### src/rtl/core/uepd_pkg.sv
// Package: shared constants, types and helpers for the echo peak detector.
`timescale 1ns / 1ps
package uepd_pkg;

  localparam int BURST_LEN    = 8192;
  localparam int SAMPLE_SHIFT = 4;

  localparam int RAW_W    = 16;
  localparam int LEVEL_W  = 12;
  localparam int POS_W    = $clog2(BURST_LEN);
  localparam int IDX_W    = $clog2(BURST_LEN + 1);
  localparam int RESUME_W = POS_W + 1;
  localparam int MARGIN_W = 12;
  localparam int BLANK_W  = 13;
  localparam int WIDTH_W  = 13;
  localparam int DELAY_W  = 13;
  localparam int CFG_IDX_W  = 2;
  localparam int CFG_DATA_W = 13;

  localparam logic [LEVEL_W-1:0]  LEVEL_MAX        = '1;
  localparam logic [MARGIN_W-1:0] ECHO_MARGIN_RST  = MARGIN_W'(100);
  localparam logic [BLANK_W-1:0]  BLANK_RST        = BLANK_W'(300);
  localparam logic [WIDTH_W-1:0]  MAX_WIDTH_RST    = WIDTH_W'(250);

  typedef enum logic [CFG_IDX_W-1:0] {
    CFG_ECHO_MARGIN     = 2'd0,
    CFG_BLANK_SAMPLES   = 2'd1,
    CFG_MAX_PULSE_WIDTH = 2'd2
  } cfg_index_t;

  typedef struct packed {
    logic [MARGIN_W-1:0] echo_margin;
    logic [BLANK_W-1:0]  blank_samples;
    logic [WIDTH_W-1:0]  max_pulse_width;
  } cfg_regs_t;

  typedef struct packed {
    logic             valid;
    logic [POS_W-1:0] pulse_start;
    logic [POS_W-1:0] pulse_end;
    logic [POS_W-1:0] peak_index;
  } burst_snap_t;

  function automatic logic [LEVEL_W-1:0] level_of(input logic [RAW_W-1:0] raw);
    logic [RAW_W-1:0] shifted;
    shifted = raw >> SAMPLE_SHIFT;
    return shifted[LEVEL_W-1:0];
  endfunction

endpackage

### src/rtl/core/uepd_in_if.sv
// Interface: sample request channel.
`timescale 1ns / 1ps
interface uepd_in_if;
  logic                      valid;
  logic                      ready;
  logic [uepd_pkg::RAW_W-1:0] raw_sample;
  logic                      last_sample;

  modport source (output valid, output raw_sample, output last_sample, input ready);
  modport sink (input valid, input raw_sample, input last_sample, output ready);
endinterface

### src/rtl/core/uepd_out_if.sv
// Interface: echo result channel.
`timescale 1ns / 1ps
interface uepd_out_if;
  logic                        valid;
  logic                        ready;
  logic [uepd_pkg::DELAY_W-1:0] echo_delay;
  logic                        echo_found;

  modport source (output valid, output echo_delay, output echo_found, input ready);
  modport sink (input valid, input echo_delay, input echo_found, output ready);
endinterface

### src/rtl/core/uepd_cfg_if.sv
// Interface: configuration register write channel.
`timescale 1ns / 1ps
interface uepd_cfg_if;
  logic                           valid;
  logic                           ready;
  logic [uepd_pkg::CFG_IDX_W-1:0]  index;
  logic [uepd_pkg::CFG_DATA_W-1:0] data;

  modport source (output valid, output index, output data, input ready);
  modport sink (input valid, input index, input data, output ready);
endinterface

### src/rtl/core/uepd_cfg_regs.sv
// Configuration registers: echo margin, blanking length, pulse width limit.
`timescale 1ns / 1ps
module uepd_cfg_regs (
  input  logic                clk,
  input  logic                rst_n,
  uepd_cfg_if.sink            cfg_ch,
  output uepd_pkg::cfg_regs_t cfg
);

  uepd_pkg::cfg_regs_t cfg_r;
  uepd_pkg::cfg_regs_t cfg_nxt;

  assign cfg_ch.ready = 1'b1;
  assign cfg = cfg_r;

  always_comb begin
    cfg_nxt = cfg_r;
    if (cfg_ch.valid) begin
      case (uepd_pkg::cfg_index_t'(cfg_ch.index))
        uepd_pkg::CFG_ECHO_MARGIN:
          cfg_nxt.echo_margin = cfg_ch.data[uepd_pkg::MARGIN_W-1:0];
        uepd_pkg::CFG_BLANK_SAMPLES:
          cfg_nxt.blank_samples = cfg_ch.data[uepd_pkg::BLANK_W-1:0];
        uepd_pkg::CFG_MAX_PULSE_WIDTH:
          cfg_nxt.max_pulse_width = cfg_ch.data[uepd_pkg::WIDTH_W-1:0];
        default: ;
      endcase
    end
  end

  always_ff @(posedge clk) begin
    if (!rst_n) begin
      cfg_r.echo_margin     <= uepd_pkg::ECHO_MARGIN_RST;
      cfg_r.blank_samples   <= uepd_pkg::BLANK_RST;
      cfg_r.max_pulse_width <= uepd_pkg::MAX_WIDTH_RST;
    end else begin
      cfg_r <= cfg_nxt;
    end
  end

endmodule

### src/rtl/core/uepd_tracker.sv
// Sample register, running burst state (pulse, blanking, floor, peak) and burst snapshot.
`timescale 1ns / 1ps
module uepd_tracker (
  input  logic                   clk,
  input  logic                   rst_n,
  uepd_in_if.sink                in_ch,
  input  uepd_pkg::cfg_regs_t    cfg,
  output uepd_pkg::burst_snap_t  snap,
  input  logic                   snap_take
);

  localparam int POS_W    = uepd_pkg::POS_W;
  localparam int IDX_W    = uepd_pkg::IDX_W;
  localparam int RESUME_W = uepd_pkg::RESUME_W;
  localparam int LEVEL_W  = uepd_pkg::LEVEL_W;

  logic                 a_valid_r;
  logic [LEVEL_W-1:0]   a_level_r;
  logic                 a_last_r;
  logic                 a_adv;

  logic [IDX_W-1:0]     idx_r, idx_nxt;
  logic [POS_W-1:0]     start_r, start_nxt;
  logic [POS_W-1:0]     end_r, end_nxt;
  logic [RESUME_W-1:0]  resume_r, resume_nxt;
  logic [LEVEL_W-1:0]   floor_r, floor_nxt;
  logic [POS_W-1:0]     peak_idx_r, peak_idx_nxt;
  logic [LEVEL_W-1:0]   peak_lvl_r, peak_lvl_nxt;
  logic                 done_r, done_nxt;

  uepd_pkg::burst_snap_t snap_r, snap_nxt;

  logic [POS_W-1:0]     pos;
  logic [LEVEL_W:0]     floor_hi;
  logic [LEVEL_W:0]     level_lo;

  // Hold a final sample while the snapshot stage is still full.
  assign a_adv       = !a_last_r || !snap_r.valid || snap_take;
  assign in_ch.ready = !a_valid_r || a_adv;
  assign snap        = snap_r;

  assign pos      = idx_r[POS_W-1:0];
  assign floor_hi = {1'b0, floor_r} + {1'b0, cfg.echo_margin};
  assign level_lo = {1'b0, a_level_r} + {1'b0, cfg.echo_margin};

  always_comb begin
    idx_nxt      = idx_r;
    start_nxt    = start_r;
    end_nxt      = end_r;
    resume_nxt   = resume_r;
    floor_nxt    = floor_r;
    peak_idx_nxt = peak_idx_r;
    peak_lvl_nxt = peak_lvl_r;
    done_nxt     = done_r;
    snap_nxt     = snap_r;
    if (snap_take) begin
      snap_nxt.valid = 1'b0;
    end
    if (a_valid_r && a_adv) begin
      if (idx_r < IDX_W'(uepd_pkg::BURST_LEN)) begin
        idx_nxt = idx_r + IDX_W'(1);
        if (!done_r && RESUME_W'(pos) >= resume_r) begin
          if (start_r == '0 && a_level_r == uepd_pkg::LEVEL_MAX) begin
            start_nxt = pos;
          end else if (start_r != '0 && end_r == '0 && a_level_r != uepd_pkg::LEVEL_MAX) begin
            end_nxt    = pos - POS_W'(1);
            resume_nxt = RESUME_W'(pos) + RESUME_W'(cfg.blank_samples) + RESUME_W'(1);
          end
          if (start_r != '0 && end_r != '0) begin
            if (peak_idx_r == '0 && a_level_r < floor_r) begin
              floor_nxt = a_level_r;
            end else if ({1'b0, a_level_r} > floor_hi) begin
              peak_idx_nxt = pos;
              peak_lvl_nxt = a_level_r;
              floor_nxt    = a_level_r - cfg.echo_margin;
            end else if (peak_idx_r != '0 && level_lo < {1'b0, peak_lvl_r}) begin
              done_nxt = 1'b1;
            end
          end
        end
      end
      if (a_last_r) begin
        snap_nxt.valid       = 1'b1;
        snap_nxt.pulse_start = start_nxt;
        snap_nxt.pulse_end   = end_nxt;
        snap_nxt.peak_index  = peak_idx_nxt;
        idx_nxt      = '0;
        start_nxt    = '0;
        end_nxt      = '0;
        resume_nxt   = '0;
        floor_nxt    = uepd_pkg::LEVEL_MAX;
        peak_idx_nxt = '0;
        peak_lvl_nxt = '0;
        done_nxt     = 1'b0;
      end
    end
  end

  always_ff @(posedge clk) begin
    if (!rst_n) begin
      a_valid_r  <= 1'b0;
      idx_r      <= '0;
      start_r    <= '0;
      end_r      <= '0;
      resume_r   <= '0;
      floor_r    <= uepd_pkg::LEVEL_MAX;
      peak_idx_r <= '0;
      peak_lvl_r <= '0;
      done_r     <= 1'b0;
      snap_r     <= '0;
    end else begin
      if (in_ch.ready) begin
        a_valid_r <= in_ch.valid;
      end
      idx_r      <= idx_nxt;
      start_r    <= start_nxt;
      end_r      <= end_nxt;
      resume_r   <= resume_nxt;
      floor_r    <= floor_nxt;
      peak_idx_r <= peak_idx_nxt;
      peak_lvl_r <= peak_lvl_nxt;
      done_r     <= done_nxt;
      snap_r     <= snap_nxt;
    end
  end

  always_ff @(posedge clk) begin
    if (in_ch.valid && in_ch.ready) begin
      a_level_r <= uepd_pkg::level_of(in_ch.raw_sample);
      a_last_r  <= in_ch.last_sample;
    end
  end

endmodule

### src/rtl/core/uepd_result.sv
// Echo delay from the burst snapshot into the output register.
`timescale 1ns / 1ps
module uepd_result (
  input  logic                  clk,
  input  logic                  rst_n,
  input  uepd_pkg::burst_snap_t snap,
  input  uepd_pkg::cfg_regs_t   cfg,
  output logic                  snap_take,
  uepd_out_if.source            out_ch
);

  localparam int POS_W   = uepd_pkg::POS_W;
  localparam int DELAY_W = uepd_pkg::DELAY_W;

  logic               out_valid_r;
  logic [DELAY_W-1:0] delay_r, delay_nxt;
  logic               found_r, found_nxt;

  logic [POS_W-1:0]   width;
  logic               ok;

  assign snap_take = snap.valid && (!out_valid_r || out_ch.ready);

  assign width = snap.pulse_end - snap.pulse_start;
  assign ok = snap.peak_index != '0 && snap.pulse_end != '0 &&
              snap.peak_index > snap.pulse_end &&
              snap.pulse_end >= snap.pulse_start &&
              {1'b0, width} <= {1'b0, cfg.max_pulse_width};

  always_comb begin
    delay_nxt = '0;
    if (ok) begin
      delay_nxt = DELAY_W'(snap.peak_index - snap.pulse_end + (width >> 1));
    end
    found_nxt = delay_nxt != '0;
  end

  assign out_ch.valid      = out_valid_r;
  assign out_ch.echo_delay = delay_r;
  assign out_ch.echo_found = found_r;

  always_ff @(posedge clk) begin
    if (!rst_n) begin
      out_valid_r <= 1'b0;
    end else if (snap_take) begin
      out_valid_r <= 1'b1;
    end else if (out_ch.ready) begin
      out_valid_r <= 1'b0;
    end
  end

  always_ff @(posedge clk) begin
    if (snap_take) begin
      delay_r <= delay_nxt;
      found_r <= found_nxt;
    end
  end

endmodule

### src/rtl/core/ultrasonic_echo_peak_detector_top.sv
// Top level: ultrasonic echo peak detector.
//
// in_ch takes one converter word per request; the upper 12 bits are the level.
// last_sample marks the final word of a burst. out_ch gives one request per
// burst: echo_delay in samples from the transmit pulse midpoint, 0 when no
// valid echo was seen, and echo_found when the delay is nonzero.
// cfg_ch writes echo_margin (index 0), blank_samples (1) and max_pulse_width (2);
// the user must write them only while the block is idle, as the block does not
// enforce this. It is always ready and other indexes are dropped. Throughput:
// one sample per cycle into the running burst registers behind the sample
// register unless a final sample is held; results pass snapshot and output stages.
// Reset restores the register defaults (100, 300, 250) and clears the burst.
// When out_ch stalls the result holds in the output register and a second
// burst result holds in the snapshot stage; samples keep flowing until a final
// sample meets a full snapshot stage, which holds in_ch until the output drains.
`timescale 1ns / 1ps
module ultrasonic_echo_peak_detector_top (
  input  logic       clk,
  input  logic       rst_n,
  uepd_in_if.sink    in_ch,
  uepd_out_if.source out_ch,
  uepd_cfg_if.sink   cfg_ch
);

  uepd_pkg::cfg_regs_t   cfg;
  uepd_pkg::burst_snap_t snap;
  logic                  snap_take;

  uepd_cfg_regs u_cfg_regs (
    .clk    (clk),
    .rst_n  (rst_n),
    .cfg_ch (cfg_ch),
    .cfg    (cfg)
  );

  uepd_tracker u_tracker (
    .clk       (clk),
    .rst_n     (rst_n),
    .in_ch     (in_ch),
    .cfg       (cfg),
    .snap      (snap),
    .snap_take (snap_take)
  );

  uepd_result u_result (
    .clk       (clk),
    .rst_n     (rst_n),
    .snap      (snap),
    .cfg       (cfg),
    .snap_take (snap_take),
    .out_ch    (out_ch)
  );

endmodule
### src/flat_wrapper.sv
// flat-port wrapper written by rule: the top's interface ports become plain ports
module ultrasonic_echo_peak_detector_top_flat 
  (clk, rst_n, in_ch_valid, in_ch_raw_sample, in_ch_last_sample, in_ch_ready, out_ch_valid, out_ch_echo_delay, out_ch_echo_found, out_ch_ready, cfg_ch_valid, cfg_ch_index, cfg_ch_data, cfg_ch_ready);
  uepd_in_if in_ch_i ();
  uepd_out_if out_ch_i ();
  uepd_cfg_if cfg_ch_i ();
  input  logic clk;
  input  logic rst_n;
  input wire logic [$bits(in_ch_i.valid)-1:0] in_ch_valid;
  input wire logic [$bits(in_ch_i.raw_sample)-1:0] in_ch_raw_sample;
  input wire logic [$bits(in_ch_i.last_sample)-1:0] in_ch_last_sample;
  output wire logic [$bits(in_ch_i.ready)-1:0] in_ch_ready;
  output wire logic [$bits(out_ch_i.valid)-1:0] out_ch_valid;
  output wire logic [$bits(out_ch_i.echo_delay)-1:0] out_ch_echo_delay;
  output wire logic [$bits(out_ch_i.echo_found)-1:0] out_ch_echo_found;
  input wire logic [$bits(out_ch_i.ready)-1:0] out_ch_ready;
  input wire logic [$bits(cfg_ch_i.valid)-1:0] cfg_ch_valid;
  input wire logic [$bits(cfg_ch_i.index)-1:0] cfg_ch_index;
  input wire logic [$bits(cfg_ch_i.data)-1:0] cfg_ch_data;
  output wire logic [$bits(cfg_ch_i.ready)-1:0] cfg_ch_ready;
  assign in_ch_i.valid = in_ch_valid;
  assign in_ch_i.raw_sample = in_ch_raw_sample;
  assign in_ch_i.last_sample = in_ch_last_sample;
  assign in_ch_ready = in_ch_i.ready;
  assign out_ch_valid = out_ch_i.valid;
  assign out_ch_echo_delay = out_ch_i.echo_delay;
  assign out_ch_echo_found = out_ch_i.echo_found;
  assign out_ch_i.ready = out_ch_ready;
  assign cfg_ch_i.valid = cfg_ch_valid;
  assign cfg_ch_i.index = cfg_ch_index;
  assign cfg_ch_i.data = cfg_ch_data;
  assign cfg_ch_ready = cfg_ch_i.ready;
  ultrasonic_echo_peak_detector_top u_core (.clk(clk), .rst_n(rst_n), .in_ch(in_ch_i), .out_ch(out_ch_i), .cfg_ch(cfg_ch_i));
endmodule
### config.mk
export PLATFORM = sky130hd
export DESIGN_NAME = ultrasonic_echo_peak_detector_top_flat
export DESIGN_NICKNAME = d
export VERILOG_FILES = /design/src/rtl/core/uepd_pkg.sv /design/src/rtl/core/uepd_in_if.sv /design/src/rtl/core/uepd_out_if.sv /design/src/rtl/core/uepd_cfg_if.sv /design/src/rtl/core/uepd_cfg_regs.sv /design/src/rtl/core/uepd_tracker.sv /design/src/rtl/core/uepd_result.sv /design/src/rtl/core/ultrasonic_echo_peak_detector_top.sv /design/src/flat_wrapper.sv
export SDC_FILE = /design/constraint.sdc
export NUM_CORES = 1
export LEC_CHECK = 0
export BUFFER_PORTS_ARGS = -buffer_cell sky130_fd_sc_hd__buf_2
export CORE_MARGIN = 2
export CORE_UTILIZATION = 40
export CTS_CLUSTER_DIAMETER = 40
export CTS_CLUSTER_SIZE = 25
export DETAILED_ROUTE_END_ITERATION = 8
export GPL_TIMING_DRIVEN = 0
export PLACE_DENSITY = 0.66
export SETUP_SLACK_MARGIN = 0.3
export SYNTH_ARGS = -nofsm -noshare
export SYNTH_HDL_FRONTEND = slang
export SYNTH_SLANG_ARGS = --single-unit
export TNS_END_PERCENT = 30
### constraint.sdc
create_clock -name clk -period 8.2 [get_ports clk]
set_clock_uncertainty 0.2 [all_clocks]
set_input_delay 1.23 -clock clk [delete_from_list [all_inputs] [get_ports clk]]
set_output_delay 1.23 -clock clk [all_outputs]
set_load 0.02 [all_outputs]
# Word-level counts from Yosys, hierarchy flattened
# Index checks and enable logic that the tools add are counted.
# word_totals
rom_bits,0
n_memories,0
register_bits,199
ram_bits,0
output_inout_bits,17
input_bits,37
latch_bits,0
elab_cells,143
# classes
add_sub_neg,10
div_mod_pow,0
order_cmp,8
multipliers,0
n_eq_ne,7
reduce_logical,50
n_bitwise,0
shift,0
muxes,47
# ops
cell,n
13-bit 2-to-1 mux,16
12-bit 2-to-1 mux,12
14-bit 2-to-1 mux,7
40-bit 2-to-1 mux,2
13-bit nonzero test,6
13-bit logical NOT,3
"14-bit by 1-bit adder with 14-bit output, second input constant",2
12-bit by 12-bit adder with 13-bit output,2
13-bit subtractor,2
13-bit by 13-bit adder with 14-bit output,1
13-bit by 14-bit greater-or-equal comparator with 1-bit output,1
1-bit logical AND,14
"14-bit < comparator, second input constant",1
2-bit nonzero test,7
13-bit by 12-bit adder with 13-bit output,1
13-bit greater-or-equal comparator,1
12-bit by 13-bit > comparator with 1-bit output,1
13-bit > comparator,1
13-bit less-or-equal comparator,1
13-bit by 12-bit < comparator with 1-bit output,1
"13-bit by 1-bit subtractor with 13-bit output, second input constant",1
"12-bit == test, second input constant",1
12-bit < comparator,1
"12-bit inequality test, second input constant",1
13 further kinds,36

# Logic depth before layout (Yosys ltp)
# depth
ltp_word,10
ltp_mapped,20
mapped_depth_nobuf,19

# Cells and area by module
# From an unflattened synthesis, not the netlist that was laid out.
# unflattened
hier_cells,1616
area_unflattened_um2,13819.5
# by_module_without_submodules
mod,n_inst,seq_area_each_um2,area_each_um2,cells_per_inst
uepd_tracker,1,3052.9,9629.2,1156
uepd_result,1,440.4,2648.8,305
uepd_cfg_regs,1,760.7,1541.5,155

# Worst setup path after synthesis
# Ideal clock, no wire load.
# synth_path
path_type,register to register
startpoint,reg u_core.u_tracker.snap_r (netlist bit u_core.u_tracker.snap[13])
endpoint,reg u_core.u_result.found_r (netlist: u_core.u_result.out_ch.echo_found) (data pin)
path_stages_with_launch,20
period_less_slack_ps,4297
setup_time_ps,266
arrival_ps,3830
t_required_ps,7734
n_path_buf,0
path_slack_ps,3903
path_cell_list,dfxtp_1 > inv_1 > ha_1 > fa_1 > nor2b_1 > o21ai_0 > a21boi_0 > o21a_1 > nor2_1 > xnor2_1 > fa_1 > ha_1 > nor3_1 > o21ai_0 > a31oi_1 > o21bai_1 > a2111oi_0 > nor3_1 > xnor2_1 > a31oi_1
# synth_via
elab_chain_cells,7
word_cells_on_any_way,13
cone_classes,3 x add/sub; 3 x order compare; 1 x mux; 6 x reduce/logical
# synth_rtl
item,line_no,text
from (decl),uepd_tracker.sv:31,"uepd_pkg::burst_snap_t snap_r, snap_nxt;"
from (signal assigned),uepd_tracker.sv:123,snap_r <= snap_nxt;
branches (longest 5 deep; another with 13-bit subtractor),n/a,
13-bit 2-to-1 mux (*),uepd_result.sv:32,if (ok) begin
13-bit nonzero test (*),uepd_result.sv:35,found_nxt = delay_nxt != '0;
named net u_core.u_result.found_nxt,uepd_result.sv:17,"logic found_r, found_nxt;"
to (signal assigned),uepd_result.sv:55,found_r <= found_nxt;
to (decl),uepd_result.sv:17,
# Mark *: on every way through the listed nets, which the timed path passes.
# A chain may end at the register's enable or synchronous reset.

# Worst setup path in the final report
# Same ends and word-level chain as after synthesis.

==> summary.md <==
| Metric | Value |
|---|---|
| Outcome | complete, no violations |
| Initial antenna violation count | 0 |
| Detailed Routing Iterations Pass 1 | 7 |
| Total track usage | 0.229 |
| HP Class | reg2reg |
| Nets@finish | roughly 1800 |
| Met2 WL | approximately 17000 microns |
| Routability cong. | 0.881 |
| Leakage power | 5.79 nW |
| Final setup vio count | 0 |
| Worst r2r dst | u_core.u_result.out_ch.echo_found |
| Post-CTS setup buffer count | 0 |
| Worst Hold Depth | 2 |
| Syn Nets | around 1700 |
| R2R Setup Slk | approximately 3200 ps |
| Top FF cell, synth | dfxtp_1 |
| Peak supply drop | about 0.00015 V |
| Startpoint Class | flop |
| Largest area contributor in the netlist | dfxtp_1 |
| Row Count | 66 |
| Critical Path AT | 4950 ps |
| DRC Markers | 0 |
| Area contributors post-synth | dfxtp_1, ha_1, edfxtp_1, a21oi_1, nand2_1 |
| Met3 Routed Length | 2290 microns |
| # hold bufs at CTS | 0 |
| Critical path peak fanout | 6 |
| Ant. Diodes | 0 |
| Top routing layer used | met4 |
| Seq/Total Area, Yosys | 0.327 |
| Yosys top cell area share | 0.264 |
| First-pass GRT wire length | between 60000 and 70000 microns |
| Reg-to-reg startpoint | u_core.u_tracker.snap[13] |
| Max-cap violations | 0 |
| TritonCTS clock tree | yes |
| Pwr Total | between 2 and 3 mW |
| Worst path slowest cell | fa_1 |
| Dpl ws | approximately 3300 ps |
| Core area | roughly 32000 sq um |
| Yosys reg bits | 199 |
| Avg Cell Area, Syn | about 8.6 sq um |
| Hold Startpoint | u_core.u_tracker.resume_r[2] |
| Area Overhead vs Synth | 10.5% |
| Worst skew pair latency | approximately 460 ps |
| Clk slew on worst S/H paths | about 80 ps |
| Die area | between 30000 and 40000 sq um |
| Final Max Tran Viols | 0 |
| TritonCTS Buffers | 17 |
| PostCTS Resize Cnt | 0 |
| Mapped Cells | roughly 1500 |
| Chip height | around 180 microns |
| Post-synth top cells | dfxtp_1, ha_1, nand2_1 |
| Number of global-route vias before repair | around 11000 |
| Pin count of the biggest net entering global routing | 21 |
| Width of the die | 184 microns |
| Post-layout min period | roughly 5000 ps |
| Setup TNS | 0 ps |
| Mapped cell area | 13000 sq um |
| Rel. slew slack | 0.361 |
| H-tree depth | 4 |
| Synthesis Warnings | 0 |
| Post-synth EDFFs | 27 |
| Util after Layout | 0.446 |
| Detailed Route WL | 38300 microns |
| Routed length per instance | ~19 microns |
| WHS Endpoint | u_core.u_tracker.resume_r[2] |
| Post-DP HPWL | between 20000 and 30000 microns |
| Post-synth ARST share | 0 |
| Clock sinks | approximately 200 |
| Worst path top cell family by delay | compound AO/OA/AOI/OAI gates |
| Most frequent cell after synthesis | dfxtp_1 |
| Setup slack after layout | 3240 ps |
| Layout Cells excl Fill | 2042 |
| Critical Path RT | slightly above 8000 ps |
| Vias/cell | 5.64 |
| PwrDens | slightly below 200 nW/um^2 |
| WL met1 | roughly 17000 microns |
| Final worst-path cycle share | 0.605 |
| CP Capture Type | flop |
| Worst path cell trace | inv_1 > ha_1 > fa_1 > nor2b_1 > o21ai_0 > a21boi_0 > o21a_1 > nor2_1 > xnor2_1 > fa_1 > ha_1 > nor3_1 > o21ai_0 > a31oi_1 > o21bai_1 > a2111oi_0 > nor3_1 > xnor2_1 > a31oi_1 |
| Placed cells | 2010 |
| Unique masters post-synth | 79 |
| Share of cells above drive strength 1 | 0.0688 |
| I/O pin count | 54 |
| RSZ-0062 raised after global routing | false |
| CTS Buffer Depth | 2 |
| Fmax achieved | 0.202 GHz |
| CP peak stage delay | ~480 ps |
| Worst Tran Pin Value | between 900 and 1000 ps |
| Vias | 11500 |
| Post-route ant nets | 0 |
| I/O Buffers | 47 |
| Final Hold Viols | 0 |
| Clock Root Buffer | clkbuf_16 |
| Worst R2R Path Depth | 19 |
| Initial DRC count | a little under 900 |
| Worst setup path class | reg2reg |
| Total gr overflow | 0 |
| Worst Path Buf+Inv | 1 |
| Starting Density | 0.403 |
==> cell families after synthesis <==
group | after synthesis | share of synthesized area
xor gates and xnor gates | 74 | 0.0498
AOI/OAI and AO/OA | 415 | 0.213
buffers and inverters | 198 | 0.0605
adders and majority gates | 165 | 0.168
and+or+nand+nor | 451 | 0.168
muxes | 18 | 0.0139
other | 1 | 0.000288
DFF | 199 | 0.327
==> metrics by stage <==
stage                     cell area, sq um  hold slack [ps]
after floorplan                      13000              217
after global placement               13800              238
after detailed placement             13800              245
after CTS                            14400              257
after global routing                 14400              263
final                                14400              260
==> sequential cells by signal, indices dropped and copies added, names as in the netlist, 12 cells and up <==
name                               flops
u_core.u_tracker.resume_r             14
u_core.u_result.out_ch.echo_delay     13
u_core.u_tracker.start_r              13
u_core.u_tracker.floor_r              12
u_core.u_tracker.peak_lvl_r           12
u_core.u_tracker.a_level_r            12
u_core.u_tracker.peak_idx_r           13
u_core.u_cfg_regs.cfg                 38
u_core.u_tracker.idx_r                14
u_core.u_tracker.end_r                13
u_core.u_tracker.snap                 40
==> worst register-to-register path: stages (launching register included) <==
cell and delay (ps):
dfxtp_1 420, inv_1 100, ha_1 230, fa_1 400
nor2b_1 120, o21ai_0 110, a21boi_0 280, o21a_1 170
nor2_1 50, xnor2_1 300, fa_1 480, ha_1 280
nor3_1 200, o21ai_0 120, a31oi_1 270, o21bai_1 110
a2111oi_0 420, nor3_1 130, xnor2_1 200, a31oi_1 110
==> area by class of cell <==
type                    count  area (sq um)
inverters                 121           454
fillers                  3225         17900
clock buffers              17           425
flip-flops and latches    199          4250
multi-input cells        1124          7980
plain buffers              77           334
clock inverters            15           154
well taps                 442           553
repair buffers             47           235
==> routing by layer <==
layer  track usage  vias to the layer above
met5             0                        -
met4         0.106                        0
met3        0.0368                       71
met2         0.370                      395
met1         0.301                     5467
li1              -                     5583
==> report_power, final <==
part	internal, mW	switching, mW
Combinational	0.365	0.514
Sequential	1.02	0.0379
Clock	0.410	0.446
Total	1.80	0.998
==> cells in the final DEF, fill, tap and decap left out, types with 10 or more instances in the layout <==
master,n
clkbuf_16,17
dfxtp_1,172
nor2b_1,15
a21oi_1,125
or3_1,10
a21o_1,29
o211ai_1,16
a32o_1,13
buf_2,56
inv_1,121
fa_1,17
a31oi_1,19
o21ai_0,72
a22o_1,13
o21a_1,18
a211oi_1,50
clkbuf_1,59
nor3_1,29
mux2i_1,17
xor2_1,31
nand2b_1,17
nor2_1,108
nand2_1,131
nand4_1,33
nand3_1,44
ha_1,148
xnor2_1,43
edfxtp_1,27
nor4_1,17
and3_1,14
==> how the worst max path moves through the flow <==
stage                               from                                end  slack (ps)  depth (start not counted)
6_report       u_core.u_tracker.snap[13]  u_core.u_result.out_ch.echo_found        3240                         19
5_1_grt        u_core.u_tracker.snap[13]  u_core.u_result.out_ch.echo_found        2780                         19
4_1_cts        u_core.u_tracker.snap[13]  u_core.u_result.out_ch.echo_found        3290                         19
3_5_place_dp   u_core.u_tracker.snap[13]  u_core.u_result.out_ch.echo_found        3310                         19
3_3_place_gp   u_core.u_tracker.snap[13]  u_core.u_result.out_ch.echo_found        3370                         19
2_1_floorplan  u_core.u_tracker.snap[13]  u_core.u_result.out_ch.echo_found        3900                         19
No activity file was read; power rests on OpenSTA's default activity.
